### config.mk
export PLATFORM = sky130hd
export DESIGN_NAME = disk_block_availability_map_top
export DESIGN_NICKNAME = d
export VERILOG_FILES = /design/src/rtl/core/dbam_pkg.sv /design/src/rtl/core/dbam_ram.sv /design/src/rtl/core/dbam_ctrl.sv /design/src/rtl/core/dbam_dp.sv /design/src/rtl/core/disk_block_availability_map_top.sv
export SDC_FILE = /design/constraint.sdc
export NUM_CORES = 2
export LEC_CHECK = 0
export BUFFER_PORTS_ARGS = -buffer_cell sky130_fd_sc_hd__buf_2
export CORE_MARGIN = 2
export CORE_UTILIZATION = 57
export CTS_CLUSTER_SIZE = 12
export DETAILED_ROUTE_END_ITERATION = 10
export HOLD_SLACK_MARGIN = 0.06
export PLACE_DENSITY = 0.81
export SYNTH_ARGS = -nofsm -noshare
export SYNTH_HDL_FRONTEND = slang
export SYNTH_HIERARCHICAL = 1
export SYNTH_SLANG_ARGS = --single-unit
### constraint.sdc
create_clock -name i_clk -period 7.83 [get_ports i_clk]
set_input_delay 2.349 -clock i_clk [delete_from_list [all_inputs] [get_ports i_clk]]
set_output_delay 2.349 -clock i_clk [all_outputs]
set_load 0.02 [all_outputs]
### src/rtl/core/dbam_pkg.sv
// Package for the disk block availability map: constants, item/result types,
// controller/datapath interface structs and the zone sector mask function.
// No dependencies.
`default_nettype none

package dbam_pkg;

    localparam int TRACK_LIMIT = 35;
    localparam int TRK_W       = 6;
    localparam int SEC_W       = 5;
    localparam int IDX_W       = $clog2(TRACK_LIMIT);
    localparam int MAP_BITS    = 24;
    localparam int CNT_W       = 8;
    localparam int TOT_W       = 14;
    localparam int ENTRY_W     = CNT_W + MAP_BITS;
    localparam int DIR_TRACK   = 18;

    localparam logic [2:0] KIND_QUERY = 3'd0;
    localparam logic [2:0] KIND_ALLOC = 3'd1;
    localparam logic [2:0] KIND_FREE  = 3'd2;
    localparam logic [2:0] KIND_FIND  = 3'd3;
    localparam logic [2:0] KIND_LOAD  = 3'd4;

    localparam logic [1:0] LIDX_COUNT = 2'd0;
    localparam logic [1:0] LIDX_BYTE0 = 2'd1;
    localparam logic [1:0] LIDX_BYTE1 = 2'd2;
    localparam logic [1:0] LIDX_BYTE2 = 2'd3;

    localparam logic [1:0] ST_OK     = 2'd0;
    localparam logic [1:0] ST_RANGE  = 2'd1;
    localparam logic [1:0] ST_NOFREE = 2'd2;

    typedef struct packed {
        logic [2:0]       kind;
        logic [TRK_W-1:0] track;
        logic [SEC_W-1:0] sector;
        logic [1:0]       load_index;
        logic [7:0]       load_value;
    } t_item;

    typedef struct packed {
        logic [1:0]       status;
        logic             is_free;
        logic [TRK_W-1:0] found_track;
        logic [SEC_W-1:0] found_sector;
        logic [CNT_W-1:0] track_free_count;
        logic [TOT_W-1:0] total_free;
    } t_result;

    typedef struct packed {
        logic accept;       // item taken, first read issued if a search or track in range
        logic exec;         // entry data ready, apply operation
        logic scan_step;    // read next track entry
        logic scan_finish;  // close the search, emit result
    } t_dp_cmd;

    typedef struct packed {
        logic in_find;      // item at the port is a search
        logic scan_hit;     // entry under test has a free sector
        logic scan_last;    // entry under test is the last track
    } t_dp_stat;

    // Sectors that exist on a track; the directory track is left out of the search.
    function automatic logic [MAP_BITS-1:0] zone_mask(input logic [TRK_W-1:0] trk);
        logic [MAP_BITS-1:0] m;
        if (trk == TRK_W'(DIR_TRACK))      m = '0;
        else if (trk < TRK_W'(18))         m = 24'h1F_FFFF;
        else if (trk < TRK_W'(25))         m = 24'h07_FFFF;
        else if (trk < TRK_W'(31))         m = 24'h03_FFFF;
        else                               m = 24'h01_FFFF;
        return m;
    endfunction

endpackage

`default_nettype wire

### src/rtl/core/dbam_ram.sv
// Generic single-write, single-read RAM with registered read data.
// No dependencies.
`default_nettype none

module dbam_ram #(
    parameter int WIDTH = 32,
    parameter int DEPTH = 35
) (
    input  wire logic                     i_clk,
    input  wire logic                     i_we,
    input  wire logic [$clog2(DEPTH)-1:0] i_waddr,
    input  wire logic [WIDTH-1:0]         i_wdata,
    input  wire logic                     i_re,
    input  wire logic [$clog2(DEPTH)-1:0] i_raddr,
    output logic      [WIDTH-1:0]         o_rdata
);

    logic [WIDTH-1:0] r_mem [DEPTH];

    always_ff @(posedge i_clk) begin
        if (i_we) begin
            r_mem[i_waddr] <= i_wdata;
        end
        if (i_re) begin
            o_rdata <= r_mem[i_raddr];
        end
    end

endmodule

`default_nettype wire

### src/rtl/core/dbam_ctrl.sv
// Controller FSM: sequences accept, execute and the track search.
// Depends on dbam_pkg.
`default_nettype none

module dbam_ctrl
    import dbam_pkg::*;
(
    input  wire logic     i_clk,
    input  wire logic     i_rst_n,
    input  wire logic     i_start,
    input  wire t_dp_stat i_stat,
    output t_dp_cmd       o_cmd,
    output logic          o_busy
);

    localparam logic [1:0] S_IDLE = 2'd0;
    localparam logic [1:0] S_EXEC = 2'd1;
    localparam logic [1:0] S_SCAN = 2'd2;

    logic [1:0] r_state;
    logic [1:0] n_state;

    always_comb begin
        n_state = r_state;
        o_cmd   = '0;
        case (r_state)
            S_IDLE: begin
                if (i_start) begin
                    o_cmd.accept = 1'b1;
                    n_state      = i_stat.in_find ? S_SCAN : S_EXEC;
                end
            end
            S_EXEC: begin
                o_cmd.exec = 1'b1;
                n_state    = S_IDLE;
            end
            S_SCAN: begin
                if (i_stat.scan_hit || i_stat.scan_last) begin
                    o_cmd.scan_finish = 1'b1;
                    n_state           = S_IDLE;
                end else begin
                    o_cmd.scan_step = 1'b1;
                end
            end
            default: begin
                n_state = S_IDLE;
            end
        endcase
    end

    always_ff @(posedge i_clk) begin
        if (!i_rst_n) begin
            r_state <= S_IDLE;
        end else begin
            r_state <= n_state;
        end
    end

    assign o_busy = (r_state != S_IDLE);

endmodule

`default_nettype wire

### src/rtl/core/dbam_dp.sv
// Datapath: track entry RAM with per-entry valid bits, running free total,
// operation logic, search check and result register.
// Depends on dbam_pkg and dbam_ram.
`default_nettype none

module dbam_dp
    import dbam_pkg::*;
(
    input  wire logic     i_clk,
    input  wire logic     i_rst_n,
    input  wire t_item    i_item,
    input  wire t_dp_cmd  i_cmd,
    output t_dp_stat      o_stat,
    output t_result       o_result,
    output logic          o_valid
);

    t_item                r_item;
    logic [IDX_W-1:0]     r_rd_idx;
    logic [IDX_W-1:0]     r_scan_idx;
    logic [TRACK_LIMIT-1:0] r_vld;
    logic [TOT_W-1:0]     r_total;
    t_result              r_result;
    logic                 r_out_vld;

    logic                 rd_en;
    logic [IDX_W-1:0]     rd_addr;
    logic [ENTRY_W-1:0]   ram_q;
    logic [ENTRY_W-1:0]   rd_entry;
    logic                 wr_en;
    logic [ENTRY_W-1:0]   wr_entry;

    logic                 in_range_port;
    logic                 in_range;
    logic                 bad;
    logic [CNT_W-1:0]     old_cnt;
    logic [MAP_BITS-1:0]  old_bm;
    logic [CNT_W-1:0]     new_cnt;
    logic [MAP_BITS-1:0]  new_bm;
    logic [MAP_BITS-1:0]  sec_bit;
    logic [TOT_W-1:0]     n_total;
    t_result              exec_res;
    t_result              scan_res;

    logic [MAP_BITS-1:0]  cand;
    logic [MAP_BITS-1:0]  low_bit;
    logic [SEC_W-1:0]     hit_sec;
    logic [TRK_W-1:0]     chk_track;

    assign in_range_port = (i_item.track != '0) && (i_item.track <= TRK_W'(TRACK_LIMIT));
    assign in_range      = (r_item.track != '0) && (r_item.track <= TRK_W'(TRACK_LIMIT));

    // Read port: first read at accept, then one track entry per search step.
    always_comb begin
        rd_en   = 1'b0;
        rd_addr = r_scan_idx;
        if (i_cmd.accept) begin
            if (i_item.kind == KIND_FIND) begin
                rd_en   = 1'b1;
                rd_addr = '0;
            end else begin
                rd_en   = in_range_port;
                rd_addr = IDX_W'(i_item.track - TRK_W'(1));
            end
        end else if (i_cmd.scan_step) begin
            rd_en = 1'b1;
        end
    end

    dbam_ram #(
        .WIDTH (ENTRY_W),
        .DEPTH (TRACK_LIMIT)
    ) u_ram (
        .i_clk   (i_clk),
        .i_we    (wr_en),
        .i_waddr (r_rd_idx),
        .i_wdata (wr_entry),
        .i_re    (rd_en),
        .i_raddr (rd_addr),
        .o_rdata (ram_q)
    );

    // Never-written entries read as zero
    assign rd_entry = r_vld[r_rd_idx] ? ram_q : '0;
    assign old_cnt  = rd_entry[ENTRY_W-1 -: CNT_W];
    assign old_bm   = rd_entry[MAP_BITS-1:0];
    assign sec_bit  = MAP_BITS'(1) << r_item.sector;

    always_comb begin
        bad      = !in_range ||
                   ((r_item.kind != KIND_LOAD) && (r_item.sector >= SEC_W'(MAP_BITS)));
        new_cnt  = old_cnt;
        new_bm   = old_bm;
        wr_en    = 1'b0;
        exec_res = '0;
        case (r_item.kind)
            KIND_ALLOC: begin
                if (old_cnt != '0) begin
                    new_bm  = old_bm & ~sec_bit;
                    new_cnt = old_cnt - CNT_W'(1);
                end
            end
            KIND_FREE: begin
                if (old_cnt != '1) begin
                    new_bm  = old_bm | sec_bit;
                    new_cnt = old_cnt + CNT_W'(1);
                end
            end
            KIND_LOAD: begin
                case (r_item.load_index)
                    LIDX_COUNT: new_cnt       = r_item.load_value;
                    LIDX_BYTE0: new_bm[7:0]   = r_item.load_value;
                    LIDX_BYTE1: new_bm[15:8]  = r_item.load_value;
                    LIDX_BYTE2: new_bm[23:16] = r_item.load_value;
                    default:    new_cnt       = old_cnt;
                endcase
            end
            default: begin
                new_cnt = old_cnt;
            end
        endcase
        wr_entry = {new_cnt, new_bm};

        if (r_item.kind > KIND_LOAD) begin
            exec_res.status = ST_OK;
        end else if (bad) begin
            exec_res.status = ST_RANGE;
        end else begin
            exec_res.status = ST_OK;
            if (r_item.sector < SEC_W'(MAP_BITS)) begin
                exec_res.is_free = new_bm[r_item.sector];
            end
            exec_res.track_free_count = new_cnt;
            wr_en = i_cmd.exec && ((r_item.kind == KIND_ALLOC) ||
                                   (r_item.kind == KIND_FREE)  ||
                                   (r_item.kind == KIND_LOAD));
        end

        n_total = r_total;
        if (wr_en) begin
            n_total = r_total - TOT_W'(old_cnt) + TOT_W'(new_cnt);
        end
        exec_res.total_free = n_total;
    end

    // Search check on the entry that just came out of the RAM
    assign chk_track = TRK_W'(r_rd_idx) + TRK_W'(1);
    assign cand      = old_bm & zone_mask(chk_track);
    assign low_bit   = cand & (~cand + MAP_BITS'(1));

    always_comb begin
        hit_sec = '0;
        for (int i = 0; i < MAP_BITS; i++) begin
            if (low_bit[i]) begin
                hit_sec = hit_sec | SEC_W'(i);
            end
        end
    end

    always_comb begin
        scan_res            = '0;
        scan_res.total_free = r_total;
        if (cand != '0) begin
            scan_res.status           = ST_OK;
            scan_res.is_free          = 1'b1;
            scan_res.found_track      = chk_track;
            scan_res.found_sector     = hit_sec;
            scan_res.track_free_count = old_cnt;
        end else begin
            scan_res.status = ST_NOFREE;
        end
    end

    assign o_stat.in_find   = (i_item.kind == KIND_FIND);
    assign o_stat.scan_hit  = (cand != '0);
    assign o_stat.scan_last = (r_rd_idx == IDX_W'(TRACK_LIMIT - 1));

    always_ff @(posedge i_clk) begin
        if (i_cmd.accept) begin
            r_item <= i_item;
        end
        if (rd_en) begin
            r_rd_idx <= rd_addr;
        end
        if (i_cmd.accept) begin
            r_scan_idx <= IDX_W'(1);
        end else if (i_cmd.scan_step) begin
            r_scan_idx <= r_scan_idx + IDX_W'(1);
        end
        if (i_cmd.exec) begin
            r_result <= exec_res;
        end else if (i_cmd.scan_finish) begin
            r_result <= scan_res;
        end
    end

    always_ff @(posedge i_clk) begin
        if (!i_rst_n) begin
            r_vld     <= '0;
            r_total   <= '0;
            r_out_vld <= 1'b0;
        end else begin
            if (wr_en) begin
                r_vld[r_rd_idx] <= 1'b1;
            end
            r_total   <= n_total;
            r_out_vld <= i_cmd.exec || i_cmd.scan_finish;
        end
    end

    assign o_result = r_result;
    assign o_valid  = r_out_vld;

endmodule

`default_nettype wire

### src/rtl/core/disk_block_availability_map_top.sv
// Disk block availability map. Query/allocate/free/load: entry read at accept,
// operation applied in the execute state, result registered for the strobe.
// Find: one RAM read per track entry until a hit or the last track is checked.
// busy stays low in the strobe cycle, so the next item may start there.
// Synchronous reset clears the valid bits and the free total.
// Depends on dbam_pkg, dbam_ctrl, dbam_dp, dbam_ram.
`default_nettype none

module disk_block_availability_map_top
    import dbam_pkg::*;
(
    input  wire logic  i_clk,
    input  wire logic  i_rst_n,
    input  wire logic  start,
    output logic       busy,
    input  wire t_item i_item,
    output t_result    o_result,
    output logic       o_valid
);

    t_dp_cmd  cmd;
    t_dp_stat stat;

    dbam_ctrl u_ctrl (
        .i_clk   (i_clk),
        .i_rst_n (i_rst_n),
        .i_start (start),
        .i_stat  (stat),
        .o_cmd   (cmd),
        .o_busy  (busy)
    );

    dbam_dp u_dp (
        .i_clk    (i_clk),
        .i_rst_n  (i_rst_n),
        .i_item   (i_item),
        .i_cmd    (cmd),
        .o_stat   (stat),
        .o_result (o_result),
        .o_valid  (o_valid)
    );

`ifndef SYNTH
    a_strobe_idle: assert property (@(posedge i_clk) disable iff (!i_rst_n)
        o_valid |-> !busy)
        else $error("result strobe while busy");

    a_accept_busy: assert property (@(posedge i_clk) disable iff (!i_rst_n)
        (start && !busy) |=> busy)
        else $error("busy not raised after accept");

    a_find_hit: assert property (@(posedge i_clk) disable iff (!i_rst_n)
        (o_valid && o_result.found_track != '0) |->
            (o_result.is_free && o_result.status == ST_OK))
        else $error("found track without free sector");

    a_nofree_zero: assert property (@(posedge i_clk) disable iff (!i_rst_n)
        (o_valid && o_result.status == ST_NOFREE) |->
            (o_result.track_free_count == '0 && !o_result.is_free))
        else $error("failed search carries data");
`endif

endmodule

`default_nettype wire

==> impl_metrics.json <==
{
  "cts_root_buffer": "clkbuf_16",
  "clock_skew_ps": 32.1,
  "grt_usage": 0.307,
  "die_w_um": 311,
  "drtPass1Iterations": 7,
  "synthFlopType": "edfxtp_1",
  "critPathKind": "reg2reg",
  "start_kind": "register",
  "hold_viol": 0,
  "power_density_nw_per_um2": 254,
  "drive_above_1_share": 0.153,
  "syn_area_um2": 53600,
  "crit_start": "u_dp/r_rd_idx[0]",
  "clock-sinks": 1276,
  "synth_top_cell_area_share": 0.677,
  "ys_seq_area_frac": 0.702,
  "crit_required_ps": 8310,
  "fin_crit_ps": 7300,
  "grt_setup_unrepaired": "no",
  "die_h_um": 311,
  "cp_slowest_cell": "edfxtp_1",
  "fillCellCount": 6371,
  "yosysTopAreaCell": "edfxtp_1",
  "synth_edf_count": 1207,
  "coreArea_um2": 93200,
  "numPortBuffers": 64,
  "drt-vias-per-instance": 6.73,
  "synth.net_count": 3482,
  "slew_headroom": 0.132,
  "max_stage_delay_ps": 540,
  "r2r_slack_ps": 530,
  "peakVddDrop_uv": 262,
  "nets": 3630,
  "tns_ps": 0,
  "setup_viol": 0,
  "num_vias": 33000,
  "yosysWarnings": 6,
  "cts_tree": "yes",
  "cp_max_fo": 25,
  "drt-initial-drc-count": 4475,
  "avgSynthCellArea_um2": 15.6,
  "fp-row-count": 112,
  "grt_overflow_total": 0,
  "grt_max_degree": 69,
  "syn2layout_area_growth_pct": 12.2,
  "worst_pin_slew_ps": 1300,
  "multiInputGateArea_um2": 15100,
  "fin_hold_ws_ps": 454,
  "wirelength_um": 151000,
  "cts-buffers-inserted": 132,
  "htree_levels": 4,
  "timing.rr.start": "u_dp/r_rd_idx[0]",
  "gp_congestion": 0.997,
  "hpwl_um": 84500,
  "synthCells": 3424,
  "yosys-top-cells-area": "edfxtp_1 68%, mux2i_1 10%, dfxtp_1 2.6%, a22oi_1 1.9%, a221oi_2 1.4%",
  "cts_hold_buf": 0,
  "async_flop_share": 0,
  "wire_per_inst_um": 30.7,
  "seq_area_um2": 37600,
  "start_util": 0.575,
  "leakage_uw": 0.0222,
  "drv_cap": 0,
  "status": "finished clean",
  "synth.most_common_cell": "edfxtp_1",
  "die_area_um2": 96500,
  "ff2ff_path_depth": 32,
  "grt_pass1_wl_um": 217000,
  "fin_crit_sh": 0.932,
  "ant_nets": 0,
  "antenna_found_initial": 1,
  "r2r-end": "u_dp/o_result[12]",
  "clockBufferDepth": 3,
  "slew_viol_final": 0,
  "fmax_mhz": 137,
  "crit_path_end_kind": "register",
  "crit_end": "u_dp/o_result[12]",
  "drcViolationCount": 0,
  "synth.distinct_cells": 86,
  "clock_latency_ps": 750,
  "clkTransAtPathRegs_ps": 60,
  "min_path_type": "reg2reg",
  "synth_seq_cells": 1276,
  "critical_path_arrival_ps": 7770,
  "grt_pass1_vias": 32000,
  "boundaryPins": 65,
  "ys_top_cells_by_count": "1,207 x edfxtp_1, 558 x mux2i_1, 187 x nand2_1",
  "hp-start": "u_dp/o_result[24]"
}
==> cell usage in the layout, fill, tap and decap left out, drive strengths merged, types with 11 or more instances in the layout <==
| cell type | synthesis | layout |
|---|---|---|
| mux2i | 558 | 558 |
| nand3b | 11 | 11 |
| o21ai | 99 | 99 |
| a21o | 13 | 13 |
| o41ai | 33 | 33 |
| a22o | 75 | 75 |
| nor3 | 24 | 24 |
| xnor2 | 26 | 26 |
| clkinv | 2 | 27 |
| or2 | 12 | 12 |
| nand2b | 12 | 12 |
| nand3 | 37 | 37 |
| nor2b | 42 | 42 |
| a22oi | 139 | 139 |
| o22ai | 44 | 44 |
| inv | 39 | 44 |
| edfxtp | 1207 | 1207 |
| xor2 | 13 | 13 |
| ha | 28 | 28 |
| nand2 | 187 | 187 |
| dfxtp | 69 | 69 |
| and2 | 16 | 16 |
| buf | 95 | 218 |
| a21oi | 144 | 144 |
| nor2 | 134 | 134 |
| clkbuf | 109 | 174 |
| a221oi | 70 | 70 |
| a31oi | 18 | 18 |
==> stage by stage <==
step	util	instance area (um2)	instances	total power, uW	setup slack, ps
after CTS	0.644	60000	4896	15300	493
after floorplan	-	53600	3424	9020	16.0
after detailed placement	0.602	56100	4688	9560	538
after global placement	0.602	56100	4688	9540	647
final	0.645	60100	4901	15200	534
after global routing	0.645	60100	4900	15700	0.618
==> flip-flops by register name (all words and copies together), names as in the netlist <==
name / cells
u_dp/u_ram/r_mem: 1120
u_dp/o_result: 36
u_dp/r_vld: 35
u_dp/u_ram/o_rdata: 32
u_dp/r_item: 24
u_dp/r_total: 14
u_dp/r_rd_idx: 6
u_dp/r_scan_idx: 6
u_ctrl/r_state: 2
u_dp/o_valid: 1
==> worst min-delay path by stage <==
stage / end / slack (ps) / cells after the start
4_1_cts: u_dp/o_result[28] / 460 / 2
2_1_floorplan: u_dp/r_vld[29] / 430 / 1
5_1_grt: u_dp/r_vld[13] / 480 / 1
3_3_place_gp: u_dp/o_result[28] / 440 / 2
3_5_place_dp: u_dp/o_result[28] / 440 / 2
6_report: u_dp/o_result[24] / 450 / 2
==> cell type report <==
type                    count  share of cell area
diodes                      1           0.0000417
clock buffers             174              0.0585
flip-flops and latches   1276               0.626
well taps                1254              0.0261
multi-input cells        1903               0.252
repair buffers            218              0.0279
inverters                  41             0.00256
clock inverters            34             0.00654
==> cell families (layout without fill, tap and decap cells) <==
family          after synthesis  count (layout)  share of synthesized area
flops                      1276            1276                      0.702
compound gates              737             737                      0.107
mux                         563             563                      0.106
simple gates                533             533                     0.0471
buf+inv                     245             467                     0.0235
xor+xnor                     39              39                    0.00638
fa+ha+maj                    31              31                    0.00766
other cells                   0               1                          0
==> report_power, final <==
group / internal, uW / switching, uW / leakage [uW]
Combinational: 625 / 1120 / 0.00859
Clock: 3230 / 2540 / 0.00188
Sequential: 7640 / 92.4 / 0.0117
Total: 11500 / 3750 / 0.0222
==> per-layer routing <==
layer  part of all wire  global-route usage
met1               0.38               0.419
met5                  0                   0
met4              0.041               0.127
met3               0.10              0.0566
met2               0.47               0.491
==> repair_timing <==
item,4_1_cts,5_1_grt
buffers inserted,0,4
endpoints found under the setup margin,0,2
gates resized for setup,0,2
==> critical path, delay by kind of cell (launching register included) <==
kind                     cells  cell delay (ps)
XOR/XNOR                     1              170
buffers and inverters        6             1060
AND/OR/NAND/NOR              8             1480
AO/OA/AOI/OAI               14             2900
flip-flops                   1              540
adder cells (fa/ha/maj)      3              870
(Power assumes the default switching activity.)
